===== src/rtl/qic_pkg.sv =====
package qic_pkg;

   localparam int HISTORY_DEPTH_DEF = 2048;
   localparam int OFFSET_W = 11;
   localparam int COUNT_W = 5;
   localparam int FIFO_DEPTH = 4;

   typedef enum logic [1:0] {
      CMD_LIT,
      CMD_COPY,
      CMD_END
   } cmd_kind_type;

   typedef struct packed {
      cmd_kind_type        kind;
      logic [7:0]          data;
      logic [OFFSET_W-1:0] offset;
      logic [COUNT_W-1:0]  count;
      logic                clr;
      logic                last;
   } cmd_type;

endpackage


===== src/rtl/qic_fifo.sv =====
module qic_fifo
   import qic_pkg::*;
(
   input  logic    clock,
   input  logic    reset,
   input  logic    push,
   input  cmd_type push_data,
   output logic    full,
   input  logic    pop,
   output cmd_type pop_data,
   output logic    empty
);

   localparam int AW = $clog2(FIFO_DEPTH);

   cmd_type          entry_ff [FIFO_DEPTH];
   logic [AW-1:0]    wr_ptr_ff, rd_ptr_ff;
   logic [AW:0]      level_ff;

   assign full     = (level_ff == (AW+1)'(FIFO_DEPTH));
   assign empty    = (level_ff == '0);
   assign pop_data = entry_ff[rd_ptr_ff];

   always_ff @(posedge clock) begin
      if (push && !full) begin
         entry_ff[wr_ptr_ff] <= push_data;
      end
   end

   always_ff @(posedge clock) begin
      if (reset) begin
         wr_ptr_ff <= '0;
         rd_ptr_ff <= '0;
         level_ff  <= '0;
      end else begin
         if (push && !full) begin
            wr_ptr_ff <= wr_ptr_ff + 1'b1;
         end
         if (pop && !empty) begin
            rd_ptr_ff <= rd_ptr_ff + 1'b1;
         end
         case ({push && !full, pop && !empty})
            2'b10:   level_ff <= level_ff + 1'b1;
            2'b01:   level_ff <= level_ff - 1'b1;
            default: level_ff <= level_ff;
         endcase
      end
   end

endmodule


===== config.mk =====
export PLATFORM = sky130hd
export DESIGN_NAME = qic_fifo
export DESIGN_NICKNAME = d
export VERILOG_FILES = /design/src/rtl/qic_pkg.sv /design/src/rtl/qic_fifo.sv
export SDC_FILE = /design/constraint.sdc
export NUM_CORES = 1
export LEC_CHECK = 0
export BUFFER_PORTS_ARGS = -buffer_cell sky130_fd_sc_hd__buf_2
export CORE_ASPECT_RATIO = 0.75
export CORE_MARGIN = 10
export CORE_UTILIZATION = 45
export DETAILED_ROUTE_END_ITERATION = 8
export PLACE_DENSITY = 0.71
export SLEW_MARGIN = 20
export SYNTH_ARGS = -nofsm -noshare
export SYNTH_HDL_FRONTEND = slang
export SYNTH_SLANG_ARGS = --single-unit

===== constraint.sdc =====
create_clock -name clock -period 2.5 [get_ports clock]
set_clock_uncertainty 0.1 [all_clocks]
set_input_delay 0.25 -clock clock [delete_from_list [all_inputs] [get_ports clock]]
set_output_delay 0.25 -clock clock [all_outputs]
set_load 0.02 [all_outputs]

After elaboration in Yosys (flattened, before gate mapping):

Memories as Yosys holds them, arrays and structs flattened. A register that Yosys moved wholly into a read port is not among the register bits.
Cells that the tools add are included.

* add/sub/neg operators: 4
* multiply operators: 0
* divide/modulo/power cells: 0
* order comparisons: 0
* equality and inequality tests: 3
* shift-type cells: 0
* mux-type cells: 5
* bitwise logic cells: 0
* reduce and logical (&&, ||, !) cells: 6

Operator list (count)
* 3-bit case mux with 2 select lines: 1
* 2-bit by 1-bit adder with 2-bit output (second input constant): 2
* 2-bit two-way mux: 2
* 3-bit by 1-bit adder with 3-bit output (second input constant): 1
* 3-bit equality test (second input constant): 1
* 3-bit logical NOT: 1
* 3-bit by 1-bit subtractor with 3-bit output (second input constant): 1
* 2-bit by 1-bit equality test with 1-bit output (second input constant): 1
* 2-bit equality test (second input constant): 1
* 1-bit logical AND: 2
* 1-bit logical NOT: 2
* 1-bit two-way mux: 2
* 2-bit nonzero test: 1

* bits in registers: 7
* latch bits: 0
* bits in writable memories: 112
* memory bits (read-only): 0
* bits of input ports: 32
* output and inout port bits: 30
* word-level logic and storage cells: 22
* memories: 1

Memories
* entry_ff: words 4, bits a word 28, read ports 1, clocked after Yosys merged registers in 1, write ports 1, RTL line qic_fifo.sv:16 `cmd_type entry_ff [FIFO_DEPTH];`

Depth between registers and ports, before layout:

Gate-level depths: netlist of the first run.

* word-level depth: 5
* gate-level depth with buffers: 9

Least setup slack after synthesis of the first run:

No wires, ideal clock.

* path type: reg-to-reg
* start point: reg level_ff[2]
* end point: reg level_ff[2]
* library setup time: 0.070 ns
* data arrival time: 2.147 ns
* data required time: 2.330 ns
* setup slack: 0.183 ns
* stages on the path, launching flop included: 10
* path buffers: 0
* period minus slack after synthesis: 2.317 ns
* cells stage by stage: dfxtp_1 -> nor3b_2 -> nor2_2 -> inv_1 -> ha_1 -> inv_1 -> fa_1 -> xor2_1 -> or3_1 -> a21oi_1

* longest elaborated chain between the ends: 5

Ends and longest elaborated chain
* from (decl): RTL line qic_fifo.sv:18 `logic [AW:0] level_ff;`
* from (signal assigned): RTL line qic_fifo.sv:43 `2'b10: level_ff <= level_ff + 1'b1;`
* from (signal assigned): RTL line qic_fifo.sv:44 `2'b01: level_ff <= level_ff - 1'b1;`
* from (signal assigned): RTL line qic_fifo.sv:45 `default: level_ff <= level_ff;`
* 3-bit equality test (*): RTL line qic_fifo.sv:20 `assign full = (level_ff == (AW+1)'(FIFO_DEPTH));`
* via full: RTL line qic_fifo.sv:8 `output logic full,`
* 1-bit logical NOT (*): RTL line qic_fifo.sv:42 `case ({push && !full, pop && !empty})`
* 1-bit logical AND (*): RTL line qic_fifo.sv:42
* 2-bit by 1-bit equality test with 1-bit output or 2-bit equality test (tied branches): RTL line qic_fifo.sv:42
* 3-bit case mux with 2 select lines or 2-bit nonzero test (tied branches)

The timed path passes the listed nets; every way through them passes the cells marked *.
A chain may end at the register's enable or synchronous reset.

Worst setup path after layout of the first run:

* start point: reg level_ff[2]
* end point: reg level_ff[2]

* longest elaborated chain between the ends: 5

Ends and longest elaborated chain (RTL line)
* 3-bit equality test or 3-bit logical NOT (tied branches): qic_fifo.sv:20, qic_fifo.sv:21
* 1-bit logical NOT: qic_fifo.sv:42
* 1-bit logical AND: qic_fifo.sv:42
* 2-bit by 1-bit equality test with 1-bit output or 2-bit equality test (tied branches): qic_fifo.sv:42
* 3-bit case mux with 2 select lines or 2-bit nonzero test (tied branches)

Parallel ways exist; a longest one is shown, timed or not.

==> flow_summary.json, run 1 <==
{
  "outcome": "finished, final reports clean",
  "arrival_ns": 2.54,
  "postLayoutSetupSlackWorst_ns": 0.188,
  "fin_cells": 454,
  "finalCritPeriodShare": 0.925,
  "dieArea_mm2": 0.0147,
  "routabilityCongestion": 0.702,
  "first_pass_iters": 4,
  "timing.rr.start": "level_ff[2]$_SDFFE_PP0P_",
  "hpwlAfterDp_um": 5400,
  "num_antenna_cells": 0,
  "async_flop_share": 0,
  "ff2ff_path_depth": 9,
  "cp.required_ns": 2.73,
  "min_to": "wr_ptr_ff[0]$_SDFFE_PP0P_",
  "cts_root_buf": "clkbuf_16",
  "slew_viol_final": 0,
  "initial_utilization": 0.468,
  "vdd_ir_drop_max_v": 0.000560,
  "cp_slowest_cell": "dfxtp_1",
  "core_area_mm2": 0.00977,
  "postRouteAntennaNets": 0,
  "overflow": 0,
  "routed_via_density": 4.95,
  "synth_edf_count": 112,
  "crit_buf_inv": 2,
  "drv_cap": 0,
  "cp_max_fo": 6,
  "ys_types": 24,
  "fillers": 729,
  "cp_common_cell": "inv_1",
  "critPathLaunch": "level_ff[2]$_SDFFE_PP0P_",
  "cp-end-kind": "register",
  "grt_pass1_vias": 2456,
  "drive_gt1_frac": 0.379,
  "drt_iter0_markers": 173,
  "remaining_drc_errors": 0,
  "setup_viol": 0,
  "cts_made_buffers": 17,
  "fin_tns_setup_ns": 0,
  "vias": 2249,
  "grt_pass1_wl_um": 13600,
  "p_per_area_mw_per_mm2": 1030,
  "io_pins": 62,
  "finalHoldViolCount": 0,
  "crit_path_start_kind": "register",
  "top_usage_layer": "met2",
  "syn-num-nets": 238,
  "clock_sinks": 121,
  "worstHoldStart": "reset",
  "antenna_found_initial": 0,
  "avgSynthCellArea_um2": 22.9,
  "grt_use_met3": 0.0546,
  "path_clk_slew_ns": 0.05,
  "die_height_um": 107,
  "nNetsFinal": 347,
  "period_minus_slack_ns": 2.31,
  "fp-row-count": 31,
  "power_w": 0.00610,
  "yosys.area.top_type_share": 0.735,
  "max_stage_delay_ns": 0.42,
  "port_buffers": 61,
  "p_leak_nw": 2.08,
  "grt_util_met2": 0.181,
  "post-cts-setup-buffers": 0,
  "cp_top_family": "simple AND/OR/NAND/NOR gates",
  "cts_tree": "done",
  "hold_path_class": "input pin to register",
  "ys.flop_type": "edfxtp_1",
  "dp_slack_ns": 0.234,
  "path_class": "register to register",
  "clock_path_buffers": 2,
  "use_met1": 0.157,
  "rsz0062_at_grt": "no",
  "synth_top_area_cell": "edfxtp_1",
  "yosysWarnings": 0,
  "wire_per_inst_um": 18.4,
  "synth_cells": 200,
  "synth_seq_area_share": 0.774,
  "areaGrowthSynthToFinish_pct": 29.2,
  "fp.dieW_um": 136,
  "syn_area_mm2": 0.00458,
  "grt_max_degree": 18,
  "place_inst": 394,
  "max_freq_mhz": 433,
  "synth-seq-cells": 121,
  "crit_chain": "nor3b_4 > nor2_2 > inv_1 > ha_1 > inv_1 > fa_1 > xor2_1 > or3_1 > a21oi_1",
  "clk-insertion-delay-late_ns": 0.40,
  "grt_usage": 0.124,
  "hold_path_depth": 2,
  "rrSetupSlack_ns": 0.19,
  "holdWs_ns": 0.0280,
  "worstMarginPinSlew_ns": 0.443,
  "reg2reg_to": "level_ff[2]$_SDFFE_PP0P_",
  "routed_wl_um": 8340,
  "ctsHtreeMaxLevel": 4,
  "synth_area_leaders": "edfxtp_1, mux4_2, mux4_1",
  "slew_headroom": 0.705
}
flip-flops by register name, summed over array words and instances (netlist names), named ones only:
name,count
wr_ptr_ff,2
rd_ptr_ff,2
level_ff,3
entry_ff,112
final cells by class:
cell class | instances | area (um2) | area share
Timing Repair Buffer | 97 | 708 | 0.120
Clock buffer | 21 | 440 | 0.0745
Sequential cell | 121 | 3540 | 0.599
Tap cell | 132 | 165 | 0.0279
Inverter | 8 | 30.0 | 0.00508
Multi-Input combinational cell | 64 | 946 | 0.160
Clock inverter | 11 | 81.3 | 0.0137
layout by cell type, fill, tap and decap left out, types with 2 or more instances in the layout:
cell	netlist	routed
edfxtp_1	112	112
buf_2	3	61
dlygate4sd3_1	0	28
mux4_2	20	20
clkbuf_16	0	17
inv_1	8	8
mux4_1	8	8
dfxtp_1	9	8
nor2_1	5	5
ha_1	5	5
buf_12	2	5
and2_2	0	4
a21oi_1	4	4
clkbuf_1	0	4
clkinv_1	0	4
clkinv_2	0	4
xor2_1	3	3
o21ai_0	3	3
or3_1	3	3
buf_4	0	3
nand2b_1	2	2
routing by layer:
metal	share of wire	up-vias
li1	-	1048
met1	0.46	1127
met2	0.47	68
met3	0.067	6
met4	0.0053	0
met5	0	-
worst max path at each step:
stage | endpoint | slack, ns | depth (start not counted)
after floorplan | level_ff[2]$_SDFFE_PP0P_ | 0.18 | 9
after global placement | level_ff[2]$_SDFFE_PP0P_ | 0.34 | 9
after detailed placement | level_ff[2]$_SDFFE_PP0P_ | 0.23 | 9
after CTS | pop_data[13] | 0.15 | 3
after global routing | level_ff[2]$_SDFFE_PP0P_ | 0.03 | 9
final | level_ff[2]$_SDFFE_PP0P_ | 0.19 | 9
cells in the mapped netlist (2+ instances only):
cell type	n
mux4_1	8
edfxtp_1	112
mux4_2	20
a21oi_1	4
nor2_1	5
o21ai_0	3
buf_2	3
nand2b_1	2
or3_1	3
buf_12	2
xor2_1	3
ha_1	5
dfxtp_1	9
and2_1	4
inv_1	8
power by group:
group | internal [W] | leakage [nW] | switching [W]
clock | 0.00134 | 0.255 | 0.000774
combinational | 0.000665 | 0.728 | 0.000777
sequential | 0.00243 | 1.10 | 0.000118
total | 0.00444 | 2.08 | 0.00167
worst register-to-register path, delay by kind of cell, from the launching register on:
kind | cells | cell delay, ns
compound gates | 1 | 0.16
buf+inv | 2 | 0.15
simple gates | 3 | 0.68
flops | 1 | 0.42
xor+xnor | 1 | 0.16
fa+ha+maj | 2 | 0.58
metrics by stage:
step                      utilization  instance area, um2
after CTS                       0.605                5910
after global routing            0.605                5920
after detailed placement        0.523                5110
after floorplan                     -                4580
after global placement          0.523                5110
final                           0.605                5920
cells by family (layout without fill, tap and decap cells):
kind of cell               Yosys count  after routing  share of synthesized area
muxes                               29             29                      0.146
DFF                                121            121                      0.774
xor gates and xnor gates             3              3                    0.00574
and+or+nand+nor                     18             18                     0.0235
AOI/OAI and AO/OA                    8              8                     0.0104
adders and majority gates            6              6                     0.0180
buffers and inverters               15            137                     0.0219
what timing repair did:
action / 4_1_cts / 5_1_grt
resized for setup: 0 / 1
hold buffers: 28 / 0
endpoints found under the setup margin: 0 / 1
endpoints found under the hold margin: 112 / 0
Note: power is estimated with default switching activity, not from simulation.
==> inputs of run 2 (changes only) <==
--- a/config.mk
+++ b/config.mk
@@ -5,6 +5,7 @@
 export SDC_FILE = /design/constraint.sdc
 export NUM_CORES = 1
 export LEC_CHECK = 0
+export ABC_AREA = 1
 export BUFFER_PORTS_ARGS = -buffer_cell sky130_fd_sc_hd__buf_2
 export CORE_ASPECT_RATIO = 0.75
 export CORE_MARGIN = 10
==> run 2 against run 1 <==
- first-iteration DRC count fell by 2.3%
- hold slack better by 0.031 ns
- synthesized cell count grew 71%
- clock power increased by 27%
- non-clock buffer count is 5 higher
- via count is 32% higher
- sequential power shrank 3%
- critical path type is now register to output pin
==> flow_summary.json, run 2 <==
{
  "first_pass_iters": 4,
  "drt_iter0_markers": 169,
  "path_clk_slew_ns": 0.05,
  "clk-insertion-delay-late_ns": 0.40,
  "nNetsFinal": 483,
  "slew_headroom": 0.630,
  "cp-end-kind": "output pin",
  "vdd_ir_drop_max_v": 0.000786,
  "power.switching_w": 0.00194,
  "holdWs_ns": 0.0593,
  "vias": 2960,
  "worstMarginPinSlew_ns": 0.554,
  "finalHoldViolCount": 0,
  "postRouteAntennaNets": 0,
  "hold_path_class": "input pin to register",
  "cts_tree": "done",
  "pwr-share-seq": 0.370,
  "synth_cells": 341,
  "power_w": 0.00670,
  "cts_root_buf": "clkbuf_16",
  "final_common_cell": "edfxtp_1",
  "hpwlAfterDp_um": 6010,
  "ys.flop_type": "edfxtp_1",
  "synth_area_leaders": "edfxtp_1, nor2_1, o21ai_0",
  "fin_tns_setup_ns": 0,
  "grt_usage": 0.140,
  "num_antenna_cells": 0,
  "clockPowerShare": 0.401,
  "die_height_um": 108,
  "io_pins": 62,
  "routed_wl_um": 10000,
  "setup_viol": 0,
  "finalCritPeriodShare": 0.852,
  "ys_types": 18,
  "p_leak_nw": 2.26,
  "outcome": "finished, final reports clean",
  "dpl_cell_area_mm2": 0.00512,
  "synth-seq-cells": 121,
  "async_flop_share": 0,
  "syn-num-nets": 379,
  "largestRegisters": "entry_ff x112, level_ff x3",
  "yosysWarnings": 0,
  "areaGrowthSynthToFinish_pct": 31.1,
  "final_util": 0.617,
  "max_freq_mhz": 470,
  "drv_cap": 0,
  "grt_pass1_vias": 3093,
  "dieArea_mm2": 0.0148,
  "synth_commonest_cells": "edfxtp_1, nor2_1, o21ai_0",
  "port_buffers": 61,
  "top_register": "entry_ff",
  "combPwrFrac": 0.229,
  "rsz0062_at_grt": "no",
  "crit_path_start_kind": "register",
  "synth_seq_area_share": 0.764,
  "synth_top_area_cell": "edfxtp_1",
  "path_class": "register to output pin",
  "slew_viol_final": 0,
  "drive_gt1_frac": 0.238,
  "routabilityCongestion": 0.739,
  "remaining_drc_errors": 0,
  "initial_utilization": 0.471,
  "most-common-layout-cells": "edfxtp_1, nor2_1, buf_2",
  "synthMostInstantiatedCell": "edfxtp_1",
  "p_int_w": 0.00476,
  "overflow": 0,
  "syn_area_mm2": 0.00464,
  "arrival_ns": 1.78,
  "hold_path_depth": 3,
  "core_area_mm2": 0.00985,
  "grt_pass1_wl_um": 16100,
  "clock_sinks": 121,
  "cp.required_ns": 2.15,
  "swShare": 0.289,
  "cp_max_fo": 28,
  "fp.dieW_um": 137,
  "yosys.area.top_type_share": 0.725,
  "p_per_area_mw_per_mm2": 1100,
  "antenna_found_initial": 0,
  "largest_register_ffs": 112,
  "ctsHtreeMaxLevel": 4,
  "period_minus_slack_ns": 2.13,
  "cts_made_buffers": 17,
  "routed_via_density": 5.02,
  "avgSynthCellArea_um2": 13.6,
  "synth_edf_count": 112,
  "fp-row-count": 31,
  "clock_path_buffers": 2,
  "wire_per_inst_um": 16.9,
  "grt_max_degree": 39,
  "stdcell_area_mm2": 0.00608,
  "ff2ff_path_depth": 13
}
run 2: changes by cell type in the layout (fill, tap and decap cells not counted), moves of 4 or more:
| cell | previous run | this run |
|---|---|---|
| nand2_1 | 1 | 15 |
| nor2_4 | 0 | 4 |
| bufinv_16 | 1 | 6 |
| and2_2 | 4 | 0 |
| buf_4 | 3 | 11 |
| buf_12 | 5 | 1 |
| o21ai_0 | 3 | 43 |
| inv_1 | 8 | 18 |
| mux4_1 | 8 | 0 |
| o22ai_1 | 0 | 28 |
| mux4_2 | 20 | 0 |
| o21ai_1 | 0 | 15 |
| nor2_1 | 5 | 62 |
| nand3_1 | 0 | 5 |
run 2: kinds of logic after synthesis:
logic type,after synthesis,synth area share
flops,121,0.764
buf+inv,37,0.0413
simple gates,86,0.0710
compound gates,91,0.106
fa+ha+maj,6,0.0178
run 2: power groups by stage:
stage	sequential, W	clock [W]	combinational (W)
2_1_floorplan	0.00250	0	0.00102
3_3_place_gp	0.00251	0	0.00148
3_5_place_dp	0.00252	0	0.00152
4_1_cts	0.00248	0.00273	0.00156
5_1_grt	0.00249	0.00282	0.00169
6_report	0.00248	0.00269	0.00153
run 2: area by class of cell:
| type | count | area [um2] |
|---|---|---|
| timing repair buffer | 102 | 698 |
| clock buffer | 19 | 433 |
| clock inverter | 13 | 225 |
| fill | 758 | 3770 |
| inverter | 20 | 78.8 |
| tap | 132 | 165 |
| sequential | 121 | 3540 |
| multi-input combinational | 183 | 932 |
run 2: stage by stage:
step           instances  worst slack (ns)
2_1_floorplan        341             0.160
3_3_place_gp         529             0.549
3_5_place_dp         529             0.543
4_1_cts              590            0.0613
5_1_grt              590             0.167
6_report             590             0.371
run 2: final timing paths:
check,from,to,slack (ns)
max,register,pop_data[7],0.37
min,push,wr_ptr_ff[0]$_SDFFE_PP0P_,0.06
max reg2reg,level_ff[1]$_SDFFE_PP0P_,level_ff[2]$_SDFFE_PP0P_,0.60
min reg2reg,wr_ptr_ff[0]$_SDFFE_PP0P_,wr_ptr_ff[0]$_SDFFE_PP0P_,0.41
run 2: layer usage:
layer / share of wire / global-route usage / up-vias
met3: 0.068 / 0.0625 / 4
met4: 0.0026 / 0.0315 / 0
met5: 0 / 0 / -
met1: 0.45 / 0.169 / 1432
li1: - / - / 1451
met2: 0.48 / 0.226 / 73
run 2: timing repair:
action,4_1_cts,5_1_grt
setup buffers,0,0
endpoints found under the setup margin,0,27
gates resized for setup,0,1
hold buffers,29,0
hold endpoints to repair,116,0
run 2: worst max-delay path, stage by stage, from the launching register on:
cell and delay (ns):
dfxtp_1 0.36, clkinvlp_4 0.48, o21ai_1 0.27, o22ai_1 0.10
buf_2 0.17
