<file path="config.mk">
export PLATFORM = sky130hd
export DESIGN_NAME = qic_front
export DESIGN_NICKNAME = d
export VERILOG_FILES = /design/src/rtl/qic_pkg.sv /design/src/rtl/qic_front.sv
export SDC_FILE = /design/constraint.sdc
export NUM_CORES = 1
export LEC_CHECK = 0
export BUFFER_PORTS_ARGS = -buffer_cell sky130_fd_sc_hd__buf_2
export CELL_PAD_IN_SITES_DETAIL_PLACEMENT = 1
export CELL_PAD_IN_SITES_GLOBAL_PLACEMENT = 1
export CORE_ASPECT_RATIO = 0.6
export CORE_MARGIN = 10
export CORE_UTILIZATION = 46
export DETAILED_ROUTE_END_ITERATION = 6
export PLACE_DENSITY_LB_ADDON = 0.1
export SLEW_MARGIN = 20
export SYNTH_ARGS = -nofsm -noshare
export SYNTH_HDL_FRONTEND = slang
export SYNTH_SLANG_ARGS = --single-unit
export TNS_END_PERCENT = 50
</file>
<file path="constraint.sdc">
create_clock -name clock -period 4.4 [get_ports clock]
set_input_delay 0.66 -clock clock [delete_from_list [all_inputs] [get_ports clock]]
set_output_delay 0.66 -clock clock [all_outputs]
set_load 0.05 [all_outputs]
</file>
<file path="src/rtl/qic_pkg.sv">
package qic_pkg;

   localparam int HISTORY_DEPTH_DEF = 2048;
   localparam int OFFSET_W = 11;
   localparam int COUNT_W = 5;
   localparam int FIFO_DEPTH = 4;

   typedef enum logic [1:0] {
      CMD_LIT,
      CMD_COPY,
      CMD_END
   } cmd_kind_type;

   typedef struct packed {
      cmd_kind_type        kind;
      logic [7:0]          data;
      logic [OFFSET_W-1:0] offset;
      logic [COUNT_W-1:0]  count;
      logic                clr;
      logic                last;
   } cmd_type;

endpackage

</file>
<file path="src/rtl/qic_front.sv">
module qic_front
   import qic_pkg::*;
(
   input  logic       clock,
   input  logic       reset,
   input  logic       req_valid,
   output logic       req_ready,
   input  logic [7:0] req_data_byte,
   input  logic       req_start_record,
   output logic       q_push,
   output cmd_type    q_data,
   input  logic       q_full
);

   typedef enum logic [1:0] {F_IDLE, F_BITS, F_FLUSH} fstate_type;

   typedef enum logic [2:0] {
      PH_FLAG, PH_LIT, PH_OFFSEL, PH_OFF7, PH_OFF11, PH_LEN2, PH_LEN4
   } phase_type;

   fstate_type          state_ff;
   logic [7:0]          byte_ff;
   logic [2:0]          bit_idx_ff;
   phase_type           phase_ff, phase_in;
   logic [10:0]         acc_ff, acc_in;
   logic [3:0]          gat_ff, gat_in;
   logic [1:0]          short_ff, short_in;
   logic [OFFSET_W-1:0] off_ff, off_in;
   logic                ended_ff, ended_in;
   logic                clr_pend_ff;
   cmd_type             pend_ff;
   logic                pend_valid_ff;

   logic                gen;
   cmd_type             gen_cmd;
   logic                cur_bit;
   logic [10:0]         acc_g;
   logic [3:0]          gat_g;
   logic                stall;

   assign req_ready = (state_ff == F_IDLE);
   assign cur_bit   = byte_ff[bit_idx_ff];
   assign acc_g     = {acc_ff[9:0], cur_bit};
   assign gat_g     = gat_ff + 4'd1;

   // decode of one bit
   always_comb begin
      phase_in = phase_ff;
      acc_in   = acc_ff;
      gat_in   = gat_ff;
      short_in = short_ff;
      off_in   = off_ff;
      ended_in = ended_ff;
      gen      = 1'b0;
      gen_cmd  = '{kind: CMD_LIT, data: acc_g[7:0], offset: off_ff,
                   count: '0, clr: 1'b0, last: 1'b0};
      case (phase_ff)
         PH_LIT: begin
            acc_in = acc_g;
            gat_in = gat_g;
            if (gat_g >= 4'd8) begin
               gen      = 1'b1;
               phase_in = PH_FLAG;
            end
         end
         PH_OFFSEL: begin
            phase_in = cur_bit ? PH_OFF7 : PH_OFF11;
            acc_in   = '0;
            gat_in   = '0;
         end
         PH_OFF7, PH_OFF11: begin
            acc_in = acc_g;
            gat_in = gat_g;
            if (gat_g >= ((phase_ff == PH_OFF7) ? 4'd7 : 4'd11)) begin
               off_in = acc_g[OFFSET_W-1:0];
               acc_in = '0;
               gat_in = '0;
               if (acc_g[OFFSET_W-1:0] == '0) begin
                  ended_in     = 1'b1;
                  phase_in     = PH_FLAG;
                  gen          = 1'b1;
                  gen_cmd.kind = CMD_END;
               end else begin
                  phase_in = PH_LEN2;
                  short_in = '0;
               end
            end
         end
         PH_LEN2: begin
            acc_in = acc_g;
            gat_in = gat_g;
            if (gat_g >= 4'd2) begin
               acc_in       = '0;
               gat_in       = '0;
               gen          = 1'b1;
               gen_cmd.kind = CMD_COPY;
               if (acc_g[1:0] != 2'd3) begin
                  gen_cmd.count = COUNT_W'(acc_g[1:0]) + COUNT_W'(2);
                  phase_in      = PH_FLAG;
               end else begin
                  gen_cmd.count = COUNT_W'(3);
                  short_in      = short_ff + 2'd1;
                  if (short_ff + 2'd1 >= 2'd2) begin
                     phase_in = PH_LEN4;
                  end
               end
            end
         end
         PH_LEN4: begin
            acc_in = acc_g;
            gat_in = gat_g;
            if (gat_g >= 4'd4) begin
               acc_in       = '0;
               gat_in       = '0;
               gen          = 1'b1;
               gen_cmd.kind = CMD_COPY;
               if (acc_g[3:0] != 4'd15) begin
                  gen_cmd.count = COUNT_W'(acc_g[3:0]) + COUNT_W'(2);
                  phase_in      = PH_FLAG;
               end else begin
                  gen_cmd.count = COUNT_W'(15);
               end
            end
         end
         default: begin
            phase_in = cur_bit ? PH_OFFSEL : PH_LIT;
            acc_in   = '0;
            gat_in   = '0;
         end
      endcase
      gen_cmd.clr = clr_pend_ff;
   end

   assign stall = gen && pend_valid_ff && q_full;

   always_comb begin
      q_push = 1'b0;
      q_data = pend_ff;
      if (state_ff == F_BITS && !ended_ff && gen && pend_valid_ff && !q_full) begin
         q_push = 1'b1;
      end else if (state_ff == F_FLUSH && pend_valid_ff && !q_full) begin
         q_push      = 1'b1;
         q_data.last = 1'b1;
      end
   end

   always_ff @(posedge clock) begin
      if (reset) begin
         state_ff      <= F_IDLE;
         phase_ff      <= PH_FLAG;
         acc_ff        <= '0;
         gat_ff        <= '0;
         short_ff      <= '0;
         off_ff        <= '0;
         ended_ff      <= 1'b0;
         clr_pend_ff   <= 1'b0;
         pend_valid_ff <= 1'b0;
         bit_idx_ff    <= '0;
      end else begin
         case (state_ff)
            F_IDLE: begin
               if (req_valid) begin
                  byte_ff    <= req_data_byte;
                  bit_idx_ff <= 3'd7;
                  state_ff   <= F_BITS;
                  if (req_start_record) begin
                     phase_ff    <= PH_FLAG;
                     acc_ff      <= '0;
                     gat_ff      <= '0;
                     short_ff    <= '0;
                     off_ff      <= '0;
                     ended_ff    <= 1'b0;
                     clr_pend_ff <= 1'b1;
                  end
               end
            end
            F_BITS: begin
               if (ended_ff || !stall) begin
                  if (!ended_ff) begin
                     phase_ff <= phase_in;
                     acc_ff   <= acc_in;
                     gat_ff   <= gat_in;
                     short_ff <= short_in;
                     off_ff   <= off_in;
                     ended_ff <= ended_in;
                     if (gen) begin
                        pend_ff       <= gen_cmd;
                        pend_valid_ff <= 1'b1;
                        clr_pend_ff   <= 1'b0;
                     end
                  end
                  if (bit_idx_ff == 3'd0) begin
                     state_ff <= F_FLUSH;
                  end else begin
                     bit_idx_ff <= bit_idx_ff - 3'd1;
                  end
               end
            end
            F_FLUSH: begin
               if (!pend_valid_ff) begin
                  state_ff <= F_IDLE;
               end else if (!q_full) begin
                  pend_valid_ff <= 1'b0;
                  state_ff      <= F_IDLE;
               end
            end
            default: state_ff <= F_IDLE;
         endcase
      end
   end

endmodule

</file>
Word-level counts from Yosys, hierarchy flattened
Cells that the tools add are included.
{"block": "classes", "addsub": 5, "order_cmp": 6, "eq_ne": 29, "mux": 99, "bitwise": 2, "n_reduce_logical": 29}
{"operator": "two-way mux 11 bit", "n": 6}
{"operator": "two-way mux 3 bit", "n": 18}
{"operator": "two-way mux 10 bit", "n": 5}
{"operator": "one-hot mux 10 bit (4 select lines)", "n": 1}
{"operator": "two-way mux 2 bit", "n": 16}
{"operator": "two-way mux 4 bit", "n": 8}
{"operator": "two-way mux 1 bit", "n": 26}
{"operator": "!= test 3 bit (second input constant)", "n": 8}
{"operator": "one-hot mux 11 bit (2 select lines)", "n": 1}
{"operator": "one-hot mux 10 bit (2 select lines)", "n": 1}
{"operator": "one-hot mux 4 bit (4 select lines)", "n": 1}
{"operator": "AND reduction 4 bit", "n": 4}
{"operator": "one-hot mux 3 bit (5 select lines)", "n": 1}
{"operator": "!= test 2 bit (second input constant)", "n": 6}
{"operator": "one-hot mux 2 bit (3 select lines)", "n": 2}
{"operator": "one-hot mux 3 bit (2 select lines)", "n": 2}
{"operator": "zero test 11 bit", "n": 1}
{"operator": "AND reduction 11 bit", "n": 1}
{"operator": "two-way mux 5 bit", "n": 2}
{"operator": "one-hot mux 5 bit (2 select lines)", "n": 1}
{"operator": "AND reduction 10 bit", "n": 1}
{"operator": "AND reduction 5 bit", "n": 2}
{"operator": "== test 3 bit (second input constant)", "n": 3}
{"operator": "logical AND 1 bit", "n": 8}
{"operator": "33 further kinds", "n": 45}
{"block": "totals", "regBits": 73, "in_bits": 13, "wordCells": 186}

Depth between registers and ports, before layout
Gate-level depths: netlist of the first run.
{"block": "logic_depth", "depth_word": 12, "depth_mapped": 11}

Worst setup path before layout of the first run
OpenSTA, ideal clock, no wires.
{"block": "synth_timing", "path_kind": "flip-flop to output port", "from": "register gat_ff[3]", "to": "output port q_push", "arrival_ps": 2865, "t_required_ps": 3740, "path_slack_ps": 875, "path_stages_with_launch": 10, "n_path_buf": 1, "path_cell_list": "dfxtp_1 > clkbuf_1 > xor2_1 > inv_1 > ha_1 > a21oi_2 > o311ai_4 > nand2_1 > o21a_1 > nor3_1"}
{"block": "synth_between", "elab_chain_cells": 8, "elab_cells_between_ends": 14, "cone_classes": "1 x add/sub; 4 x order compare; 6 x mux; 3 x reduce/logical"}
{"item": "start, declared", "line_no": "qic_front.sv:26", "source": "logic [3:0] gat_ff, gat_in;"}
{"item": "start signal, assigned", "line_no": "qic_front.sv:182", "source": "gat_ff <= gat_in;"}
{"item": "adder 4 x 1 -> 4 bit *", "line_no": "qic_front.sv:44", "source": "assign gat_g = gat_ff + 4'd1;"}
{"item": "greater-or-equal comparator 4 x 3 -> 1 bit (tied with other cells)", "line_no": "qic_front.sv:112", "source": "if (gat_g >= 4'd4) begin"}
{"item": "two-way mux 1 bit, on equally long branches"}
{"item": "one-hot mux 1 bit (4 select lines) *", "line_no": "qic_front.sv:57", "source": "case (phase_ff)"}
{"item": "logical AND 1 bit * (3 in a row)", "line_no": "qic_front.sv:139", "source": "if (state_ff == F_BITS && !ended_ff && gen && pend_valid_ff && !q_full) begin"}
{"item": "two-way mux 1 bit *", "line_no": "qic_front.sv:139"}
{"item": "end, declared", "line_no": "qic_front.sv:10", "source": "output logic q_push,"}
Every way passes the cells marked *; elsewhere a longest branch is shown, timed or not.

Final worst setup path of the first run
{"block": "layout_timing", "from": "register phase_ff[1]", "to": "output port q_push"}
{"block": "layout_between", "elab_chain_cells": 9, "elab_cells_between_ends": 14, "cone_classes": "1 x order compare; 5 x eq/ne; 4 x mux; 4 x reduce/logical"}
{"item": "start, declared", "line_no": "qic_front.sv:24", "source": "phase_type phase_ff, phase_in;"}
{"item": "start signal, assigned", "line_no": "qic_front.sv:180", "source": "phase_ff <= phase_in;"}
{"item": "== test 3 x 2 -> 1 bit", "line_no": "qic_front.sv:57, qic_front.sv:74"}
{"item": "two-way mux 4 bit", "line_no": "qic_front.sv:74", "source": "if (gat_g >= ((phase_ff == PH_OFF7) ? 4'd7 : 4'd11)) begin"}
{"item": "greater-or-equal comparator 4 bit", "line_no": "qic_front.sv:74"}
{"item": "two-way mux 1 bit", "line_no": "qic_front.sv:74"}
{"item": "one-hot mux 1 bit (4 select lines) *", "line_no": "qic_front.sv:57"}
{"item": "logical AND 1 bit * (3 in a row)", "line_no": "qic_front.sv:139"}
{"item": "two-way mux 1 bit *", "line_no": "qic_front.sv:139"}
Marked as above.

==> reports/results.ini, run 1 <==
[yosys]
ys.warnings.count = 0
async_flop_share = 0
syn_avg_cell_area_um2 = 11.2
synth_top_flop_cell = dfxtp_1
yosys_register_bits = 73
synth_top_family_by_area = compound AO/OA/AOI/OAI gates
synthCells = 305
synth.area.mux_share = 0.0244
yosysUniqueCellTypes = 62
synth_nets = 324
synth_edf_count = 35
synth_fa_ha_area_frac = 0.0252
synthSimpleGateAreaFrac = 0.151
netlist_area_um2 = 3430
yosysSeqAreaShare = 0.528
synthXorXnorAreaFrac = 0.0102
synth_compound_area_frac = 0.208

[die]
row_count = 24
initial_core_util = 0.472
coreArea_um2 = 7270
dieHeight_um = 86.9
die_area_um2 = 11400
io_pins = 43
die_width_um = 131

[setup_path]
crit_cells = 9
r2r_cells = 9
worstPathCellList = nand3b_1 -> inv_1 -> ha_1 -> a21oi_2 -> o311ai_4 -> nand2_1 -> o21a_1 -> nor3_1 -> buf_2
crit_slowest_cell = dfxtp_1
cp_max_fo = 15
worstSetupPathType = register to output port
crit_family = compound AO/OA/AOI/OAI gates
critPathCaptureType = output port
arrival_ps = 2960
path_buf_inv = 2
cp.required_ps = 3740
critPathMaxStageDelay_ps = 660
critPathLaunchType = register

[finish]
utilization = 0.548
fin_cells = 453
final_nets = 363
drive_above_1_share = 0.241
fillers = 819
final_area_um2 = 3980
antenna_cells = 0
area_delta_synth_final_pct = 16.1

[timing]
min_period_ps = 3620
maxSlewHeadroom = 0.463
fin_skew_ps = 7.85
slew_violations = 0
timing.fmax_mhz = 276
worstMarginPinSlew_ps = 803
rsz0062_at_grt = no
post-route-period-util = 0.823
hold_violations = 0
hold_ws_ps = 432
fin_tns_setup_ps = 0
setup_viol_count_final = 0

[route]
ant_nets = 0
finalWirelength_um = 8810
wire_per_inst_um = 19.5
drc_errors = 0
detail_route.vias_per_cell = 5.68
drt_iter0_markers = 231
num_vias = 2573
drt-pass1-iter-count = 4

[global_routing]
antenna_found_initial = 0
grt_first_pass_wirelength_um = 14300
grt_pass1_vias = 2542
track_usage = 0.156
grt_max_degree = 28
grt_overflow_total = 0

[clock_tree]
cts_tree = done
cts_resized = 0
cts_inserted_buffers = 9
path_clk_slew_ps = 50
cts_root_buf = clkbuf_16
cts_num_sinks = 73
worstSkewPairLatency_ps = 330
htreeDepth = 3
ctsHoldBuffers = 0
postCtsSetupRepairBufs = 0
clk_path_buf_depth = 2

[placement]
io_buffers = 42
gp_congestion = 0.887
postPlaceCellArea_um2 = 3690
dp.final_hpwl_um = 6380
placed_cells = 437

[worst_hold_path]
hp-class = register to register
min_path_cells = 0

[status]
status = complete, no violations

[power]
power.density_nw_per_um2 = 410
cellLeakagePower_nw = 1.54
peakVddDrop_uv = 258

[job]
maxCapViolations = 0

## power by group
| group | leakage [nW] | internal (mW) | total, mW | switching (mW) |
|---|---|---|---|---|
| logic | 0.767 | 0.0636 | 0.183 | 0.120 |
| registers | 0.631 | 0.724 | 0.745 | 0.0204 |
| clock network | 0.144 | 0.430 | 0.705 | 0.274 |
## cell usage after synthesis (3+ instances only)
master	instances	area, µm²
nor2b_1	3	18.8
edfxtp_1	35	1050
inv_1	15	56.3
buf_4	3	22.5
buf_6	5	56.3
nor4_1	3	18.8
a31oi_1	4	25.0
o211ai_1	3	22.5
ha_1	6	75.1
mux2i_1	5	50.1
clkbuf_1	8	30.0
nand4_1	4	25.0
nor3_1	8	40.0
nand2b_1	7	43.8
a21oi_1	17	85.1
nor2_1	25	93.8
o21ai_0	7	35.0
dfxtp_1	38	761
a211oi_1	3	22.5
nand2_1	22	82.6
a22o_1	22	193
or2_2	3	18.8
nand3_1	7	35.0
xor2_1	3	26.3
a2111oi_4	3	82.6
## cell usage in the layout (no fill, tap or decap), types with 8 or more instances in the layout
cell / instances
edfxtp_1: 35
dfxtp_1: 38
a21oi_1: 17
a22o_1: 22
inv_1: 15
nor3_1: 8
nor2_1: 24
buf_2: 42
clkbuf_16: 10
nand2_1: 22
## logic make-up after synthesis
| family | after synthesis |
|---|---|
| simple gates | 96 |
| flops | 73 |
| buf+inv | 34 |
| xor+xnor | 4 |
| compound gates | 84 |
| fa+ha+maj | 7 |
| mux | 7 |
## path summary, 6_finish.rpt
path                      to   startpoint  slack [ps]
setup / recovery      q_push  phase_ff[1]         780
hold / removal    q_data[12]    off_ff[5]         430
setup reg to reg   gat_ff[0]  phase_ff[1]        1290
hold reg to reg   q_data[12]    off_ff[5]         430
## final cells by class
type | instances | area, µm² | share of cell area
clock buffer | 12 | 268 | 0.0673
tap | 104 | 130 | 0.0327
sequential | 73 | 1810 | 0.455
clock inverter | 4 | 26.3 | 0.00660
inverter | 15 | 56.3 | 0.0141
timing repair buffer | 47 | 248 | 0.0622
multi-input combinational | 198 | 1440 | 0.362
## sequential cells by signal (all words and copies together), names as in the netlist
| name | cells |
|---|---|
| ended_ff | 1 |
| off_ff | 11 |
| pend_valid_ff | 1 |
| phase_ff | 3 |
| q_data | 27 |
| byte_ff | 8 |
| clr_pend_ff | 1 |
| state_ff | 2 |
| gat_ff | 4 |
| acc_ff | 10 |
| bit_idx_ff | 3 |
| short_ff | 2 |
## metrics by stage
stage	power (mW)	worst slack [ps]
after floorplan	0.901	875
after global placement	0.936	1250
after detailed placement	0.939	1130
after CTS	1.64	762
after global routing	1.69	598
final	1.63	779
## routing by layer
metal	wire, µm	global-route usage	share of wire	up-vias
met5	0	0	0	-
met2	3550	0.204	0.40	79
li1	-	-	-	1224
met4	74	0.0362	0.0084	0
met3	611	0.0507	0.069	7
met1	4570	0.237	0.52	1263
Power figures use the tool's default switching activity.
==> run 2, diff against run 1 <==
--- a/config.mk
+++ b/config.mk
@@ -5,12 +5,13 @@
 export SDC_FILE = /design/constraint.sdc
 export NUM_CORES = 1
 export LEC_CHECK = 0
+export ABC_AREA = 1
 export BUFFER_PORTS_ARGS = -buffer_cell sky130_fd_sc_hd__buf_2
 export CELL_PAD_IN_SITES_DETAIL_PLACEMENT = 1
 export CELL_PAD_IN_SITES_GLOBAL_PLACEMENT = 1
 export CORE_ASPECT_RATIO = 0.6
 export CORE_MARGIN = 10
-export CORE_UTILIZATION = 46
+export CORE_UTILIZATION = 39
 export DETAILED_ROUTE_END_ITERATION = 6
 export PLACE_DENSITY_LB_ADDON = 0.1
 export SLEW_MARGIN = 20
==> constraint.sdc (replaced) <==
create_clock -name clock -period 3.1 [get_ports clock]
set_input_delay 0.465 -clock clock [delete_from_list [all_inputs] [get_ports clock]]
set_output_delay 0.465 -clock clock [all_outputs]
set_load 0.05 [all_outputs]
==> reports/results.ini, run 2 <==
[route]
finalWirelength_um = 10000  ; +14%
wire_per_inst_um = 15.8  ; -19%
num_vias = 3110  ; +21%
drc_errors = 0  ; unchanged
detail_route.vias_per_cell = 4.90  ; -14%
drt-pass1-iter-count = 4  ; unchanged
ant_nets = 0  ; unchanged
drt_iter0_markers = 133  ; -42%

[power]
peakVddDrop_uv = 335  ; +30%
power_frac_comb = 0.195  ; +0.083
switching_power_mw = 0.842  ; +100%
cellLeakagePower_nw = 1.96  ; +27%
pwr-share-seq = 0.401  ; -0.055
netSwitchingFraction = 0.303  ; +0.0495
power.density_nw_per_um2 = 647  ; +58%
intPower_mw = 1.93  ; +59%
clockPowerShare = 0.404  ; -0.028

[global_routing]
track_usage = 0.155  ; -0.00124
use_met2 = 0.223  ; +0.0188
grt_max_degree = 28  ; unchanged
grt_pass1_vias = 3072  ; +21%
top_usage_layer = met2
grtUsageMet3 = 0.0521  ; +0.00144
grt_overflow_total = 0  ; unchanged
use_met1 = 0.219  ; -0.0180
grt_first_pass_wirelength_um = 16400  ; +15%
antenna_found_initial = 0  ; unchanged

[yosys]
synth_top_flop_cell = dfxtp_1
synth_nets = 488  ; +51%
synth_top_cells_by_count = nand2_1 (141), inv_1 (64), nor2_1 (60)
async_flop_share = 0  ; unchanged
syn_avg_cell_area_um2 = 7.73  ; -31%
post-synth-top-count-cell = nand2_1
netlist_area_um2 = 3620  ; +5.7%
yosys_register_bits = 73  ; unchanged
synth_top_cell_by_area = edfxtp_1
synthCells = 469  ; +54%
yosysSeqAreaShare = 0.500  ; -0.0283
yosysUniqueCellTypes = 33  ; -47%
yosysTopAreaCellShare = 0.290  ; -0.0164
synth.area.top_cells = edfxtp_1 (29%), dfxtp_1 (21%), nand2_1 (15%), inv_1 (6.6%), nand3_1 (6.4%)
ys.warnings.count = 0  ; unchanged
synth_edf_count = 35  ; unchanged

[worst_hold_path]
hp-class = input pin to register

[setup_path]
cp-startpoint = gat_ff[2]
r2r_cells = 11  ; +2
crit_cells = 11  ; +2
regToRegEndpoint = q_data[3]
crit_family = simple AND/OR/NAND/NOR gates
critPathMaxStageDelay_ps = 380  ; -280 ps
cp_max_fo = 5  ; -10
critPathCaptureType = output port
r2r_start = gat_ff[2]
crit_slowest_cell = dfxtp_1
worstSetupPathType = register to output port
arrival_ps = 2390  ; -570 ps
r2r_slack_ps = 540  ; -750 ps
path_buf_inv = 2  ; unchanged
endpoint = q_push
critPathLaunchType = register
worstPathCellList = nand4_1 -> nand2_2 -> inv_1 -> ha_1 -> nand3_1 -> a21oi_2 -> nand2_2 -> nand3_4 -> nand3_2 -> a21oi_2 -> buf_4
cp.required_ps = 2630  ; -1110 ps

[timing]
post-route-period-util = 0.921
hold_violations = 0  ; unchanged
min_period_ps = 2860
rsz0062_at_grt = no
slew_violations = 0  ; unchanged
fin_tns_setup_ps = 0  ; unchanged
worstMarginPinSlew_ps = 753  ; -49.5 ps
timing.fmax_mhz = 350
fin_skew_ps = 5.24  ; -2.61 ps
maxSlewHeadroom = 0.496  ; +0.0331
setup_viol_count_final = 0  ; unchanged

[clock_tree]
cts_num_sinks = 73  ; unchanged
htreeDepth = 3  ; unchanged
cts_root_buf = clkbuf_16
postCtsSetupRepairBufs = 0  ; unchanged
clk_path_buf_depth = 2  ; unchanged
cts_inserted_buffers = 9  ; unchanged
worstSkewPairLatency_ps = 340  ; about the same
path_clk_slew_ps = 60  ; about the same
cts_tree = done

[die]
die_area_um2 = 13700  ; +20%
initial_core_util = 0.397  ; -0.0747
dieHeight_um = 94.7  ; +9.0%
io_pins = 43  ; unchanged
coreArea_um2 = 9120  ; +26%
row_count = 27  ; +13%
die_width_um = 144  ; +9.9%

[finish]
layout_commonest_cell = nand2_1
fillers = 1165  ; +42%
utilization = 0.471  ; -0.0772
antenna_cells = 0  ; unchanged
area_delta_synth_final_pct = 18.5
largest_register_ffs = 27  ; unchanged
layout_common_cells = nand2_1 (140), inv_1 (64), nor2_1 (60)
drive_above_1_share = 0.168  ; -0.0731
final_nets = 533  ; +47%
fin_cells = 635  ; +40%

[status]
status = complete, no violations

[placement]
dp.final_hpwl_um = 7610  ; +19%
io_buffers = 42  ; unchanged
gp_congestion = 0.842  ; -5.1%
placed_cells = 619  ; +42%

[job]
maxCapViolations = 0  ; unchanged

[run 2: changes by cell type after synthesis, sizes merged, moves of 7 or more]
cell    change
a21oi       +7
a22o       -22
inv        +51
nand2     +126
nand2b      -7
nand3      +40
nor2       +39
[run 2: worst register-to-register path, cell delays in order (launching register included)]
cell and delay (ps):
dfxtp_1 380, nand4_1 130, nand2_2 100, inv_1 70, ha_1 270, nand3_1 130, a21oi_2 220, nand2_2 110
nand3_4 120, nand3_2 150, nor3_4 140, buf_4 370
[run 2: layout make-up]
class	instances	area, µm²	area share
tap	116	145	0.0338
multi-input combinational	318	1530	0.355
clock buffer	10	229	0.0533
timing repair buffer	46	243	0.0565
inverter	66	248	0.0577
sequential	73	1810	0.422
clock inverter	6	90.1	0.0210
[run 2: how the worst min path moves through the flow]
stage / start / end / slack, ps / cells after the start
2_1_floorplan: off_ff[10] / q_data[17] / 410 / 0
3_3_place_gp: off_ff[0] / q_data[7] / 410 / 0
3_5_place_dp: off_ff[2] / q_data[9] / 420 / 0
4_1_cts: req_data_byte[3] / byte_ff[3] / 280 / 1
5_1_grt: req_data_byte[6] / byte_ff[6] / 270 / 1
6_report: req_data_byte[3] / byte_ff[3] / 300 / 1
[run 2: cells by family (layout without fill, tap and decap cells)]
family | after synthesis | in the layout | share of synthesized area
compound gates | 34 | 34 | 0.0539
xor+xnor | 1 | 1 | 0.00242
fa+ha+maj | 6 | 6 | 0.0207
buf+inv | 78 | 128 | 0.0863
flops | 73 | 73 | 0.500
simple gates | 277 | 277 | 0.337
[run 2: per-stage QoR]
step	area (µm²)	hold slack [ps]	setup WS, ps	power, mW
global route	4290	275	8.64	2.94
detailed placement	3960	419	336	1.67
CTS	4280	282	78.6	2.81
floorplan	3630	408	49.2	1.53
global placement	3960	414	390	1.65
finish	4290	298	244	2.78
[run 2: per-layer routing]
layer / share of wire / wire, µm
met2: 0.42 / 4240
met1: 0.52 / 5210
met5: 0 / 0
met3: 0.054 / 538
met4: 0.0059 / 59
[run 2: power groups by stage]
stage          Combinational [mW]  Sequential (mW)  Clock, mW
2_1_floorplan               0.401             1.13          0
3_3_place_gp                0.520             1.13          0
3_5_place_dp                0.537             1.13          0
4_1_cts                     0.542             1.11       1.15
5_1_grt                     0.621             1.12       1.19
6_report                    0.542             1.11       1.12
[run 2: repair_timing]
action                                 CTS  global route
endpoints found under the hold margin    0             0
gates cloned                             0             0
pin swaps                                0             1
setup endpoints to repair                1             1
hold buffers                             0             0
gates resized for setup                  2             4
==> run 3, diff against run 2 <==
--- a/config.mk
+++ b/config.mk
@@ -14,8 +14,9 @@
 export CORE_UTILIZATION = 39
 export DETAILED_ROUTE_END_ITERATION = 6
 export PLACE_DENSITY_LB_ADDON = 0.1
+export REMOVE_ABC_BUFFERS = 1
 export SLEW_MARGIN = 20
 export SYNTH_ARGS = -nofsm -noshare
 export SYNTH_HDL_FRONTEND = slang
 export SYNTH_SLANG_ARGS = --single-unit
-export TNS_END_PERCENT = 50
+export TNS_END_PERCENT = 20
==> reports/results.ini, run 3 (synthesis gave the netlist of run 2 again) <==
[status]
status = complete, no violations

[setup_path]
crit_family = simple AND/OR/NAND/NOR gates
worstSetupPathType = register to output port
critPathMaxStageDelay_ps = 400  ; +20 ps
cp_max_fo = 5  ; unchanged
cp.required_ps = 2630  ; about the same
critPathLaunchType = register
critPathCaptureType = output port
crit_slowest_cell = dfxtp_1
worstPathCellList = nand4_1 -> nand2_1 -> inv_1 -> ha_1 -> nand3_1 -> a21oi_2 -> nand2_2 -> nand3_4 -> nand3_2 -> a21oi_1 -> clkbuf_4
arrival_ps = 2500  ; +110 ps
path_buf_inv = 2  ; unchanged

[placement]
dp.final_hpwl_um = 7400  ; -2.7%
dp_slack_ps = 337  ; +0.498 ps
gp_congestion = 0.829  ; -1.6%
io_buffers = 42  ; unchanged
postPlaceCellArea_um2 = 3950  ; -0.16%

[route]
met2_length_um = 4270  ; +0.71%
wire_per_inst_um = 15.8  ; -0.15%
finalWirelength_um = 10000  ; -0.15%
met1Wirelength_um = 5360  ; +2.9%
drc_errors = 0  ; unchanged
drt_iter0_markers = 213  ; +60%
ant_nets = 0  ; unchanged
drt-pass1-iter-count = 4  ; unchanged
top_layer_used = met4
wl_met3_um = 321  ; -40%
num_vias = 3158  ; +1.5%
detail_route.vias_per_cell = 4.97  ; +1.5%

[timing]
slew_violations = 0  ; unchanged
timing.fmax_mhz = 338  ; -3.6%
worstMarginPinSlew_ps = 651  ; -103 ps
rsz0062_at_grt = no
hold_ws_ps = 297  ; -1.34 ps
setup_slack_ps = 137  ; -107 ps
maxSlewHeadroom = 0.564  ; +0.0686
post-route-period-util = 0.956  ; +0.0344
fin_skew_ps = 7.56  ; +2.32 ps
min_period_ps = 2960  ; +107 ps
setup_viol_count_final = 0  ; unchanged
fin_tns_setup_ps = 0  ; unchanged
hold_violations = 0  ; unchanged

[power]
peakVddDrop_uv = 287  ; -14%
power.density_nw_per_um2 = 626  ; -3.3%
cellLeakagePower_nw = 1.94  ; -1.0%

[global_routing]
grt_overflow_total = 0  ; unchanged
grt_first_pass_wirelength_um = 16200  ; -0.80%
track_usage = 0.152  ; -0.00305
antenna_found_initial = 0  ; unchanged
grt_max_degree = 28  ; unchanged
grt_pass1_vias = 3132  ; +2.0%

[finish]
utilization = 0.466  ; -0.00508
antenna_cells = 0  ; unchanged
largest_register_ffs = 27  ; unchanged
area_delta_synth_final_pct = 17.2
layout_commonest_cell = nand2_1
final_nets = 533  ; unchanged
final_area_um2 = 4250  ; -1.1%
layout_common_cells = nand2_1 (141), inv_1 (64), nor2_1 (60)
drive_above_1_share = 0.166  ; -0.00193

[die]
dieHeight_um = 94.7  ; unchanged
io_pins = 43  ; unchanged
row_count = 27  ; unchanged
initial_core_util = 0.397  ; unchanged
die_width_um = 144  ; unchanged
die_area_um2 = 13700  ; unchanged
coreArea_um2 = 9120  ; unchanged

[clock_tree]
clk_path_buf_depth = 2  ; unchanged
cts_num_sinks = 73  ; unchanged
ctsHoldBuffers = 0  ; unchanged
cts_root_buf = clkbuf_16
worstSkewPairLatency_ps = 340  ; about the same
path_clk_slew_ps = 60  ; about the same
cts_inserted_buffers = 9  ; unchanged
cts_tree = done
htreeDepth = 3  ; unchanged

[job]
maxCapViolations = 0  ; unchanged

[worst_hold_path]
hp-class = input pin to register

-- run 3: cell count changes in the layout (fill, tap and decap cells not counted), sizes merged --
cell	delta
buf	-1
inv	+2
clkinvlp	+2
clkinv	-1
bufinv	-2
-- run 3: metrics by stage --
step	total power [mW]	instances
floorplan	1.50	457
global placement	1.65	619
detailed placement	1.67	619
CTS	2.68	635
global route	2.81	635
finish	2.66	635
-- run 3: layer usage --
metal,GRT usage,vias up
met4,0.0385,0
met5,0,-
li1,-,1592
met2,0.225,39
met3,0.0411,8
met1,0.214,1519
-- run 3: worst paths after layout --
check	startpoint	to	slack, ps	depth (start not counted)
worst min register to register	off_ff[4]	q_data[11]	430	0
worst max-delay path	gat_ff[2]	q_push	140	11
worst min-delay path	req_data_byte[2]	byte_ff[2]	300	1
worst max register to register	gat_ff[2]	q_data[24]	480	11
-- run 3: cell type report --
type | count | area, µm²
fill | 1133 | 4870
sequential | 73 | 1810
multi-input combinational | 318 | 1510
inverter | 66 | 248
timing repair buffer | 46 | 243
clock buffer | 9 | 225
tap | 116 | 145
clock inverter | 7 | 60.1
-- run 3: what timing repair did --
action	CTS	global route
setup endpoints to repair	1	1
gates cloned	0	0
pin swaps	0	1
buffers inserted	0	0
gates resized for setup	1	3
-- run 3: report_power, final --
part | switching (mW) | internal [mW] | leakage (nW)
logic | 0.383 | 0.158 | 1.18
clock network | 0.446 | 0.555 | 0.131
registers | 0.0459 | 1.07 | 0.635
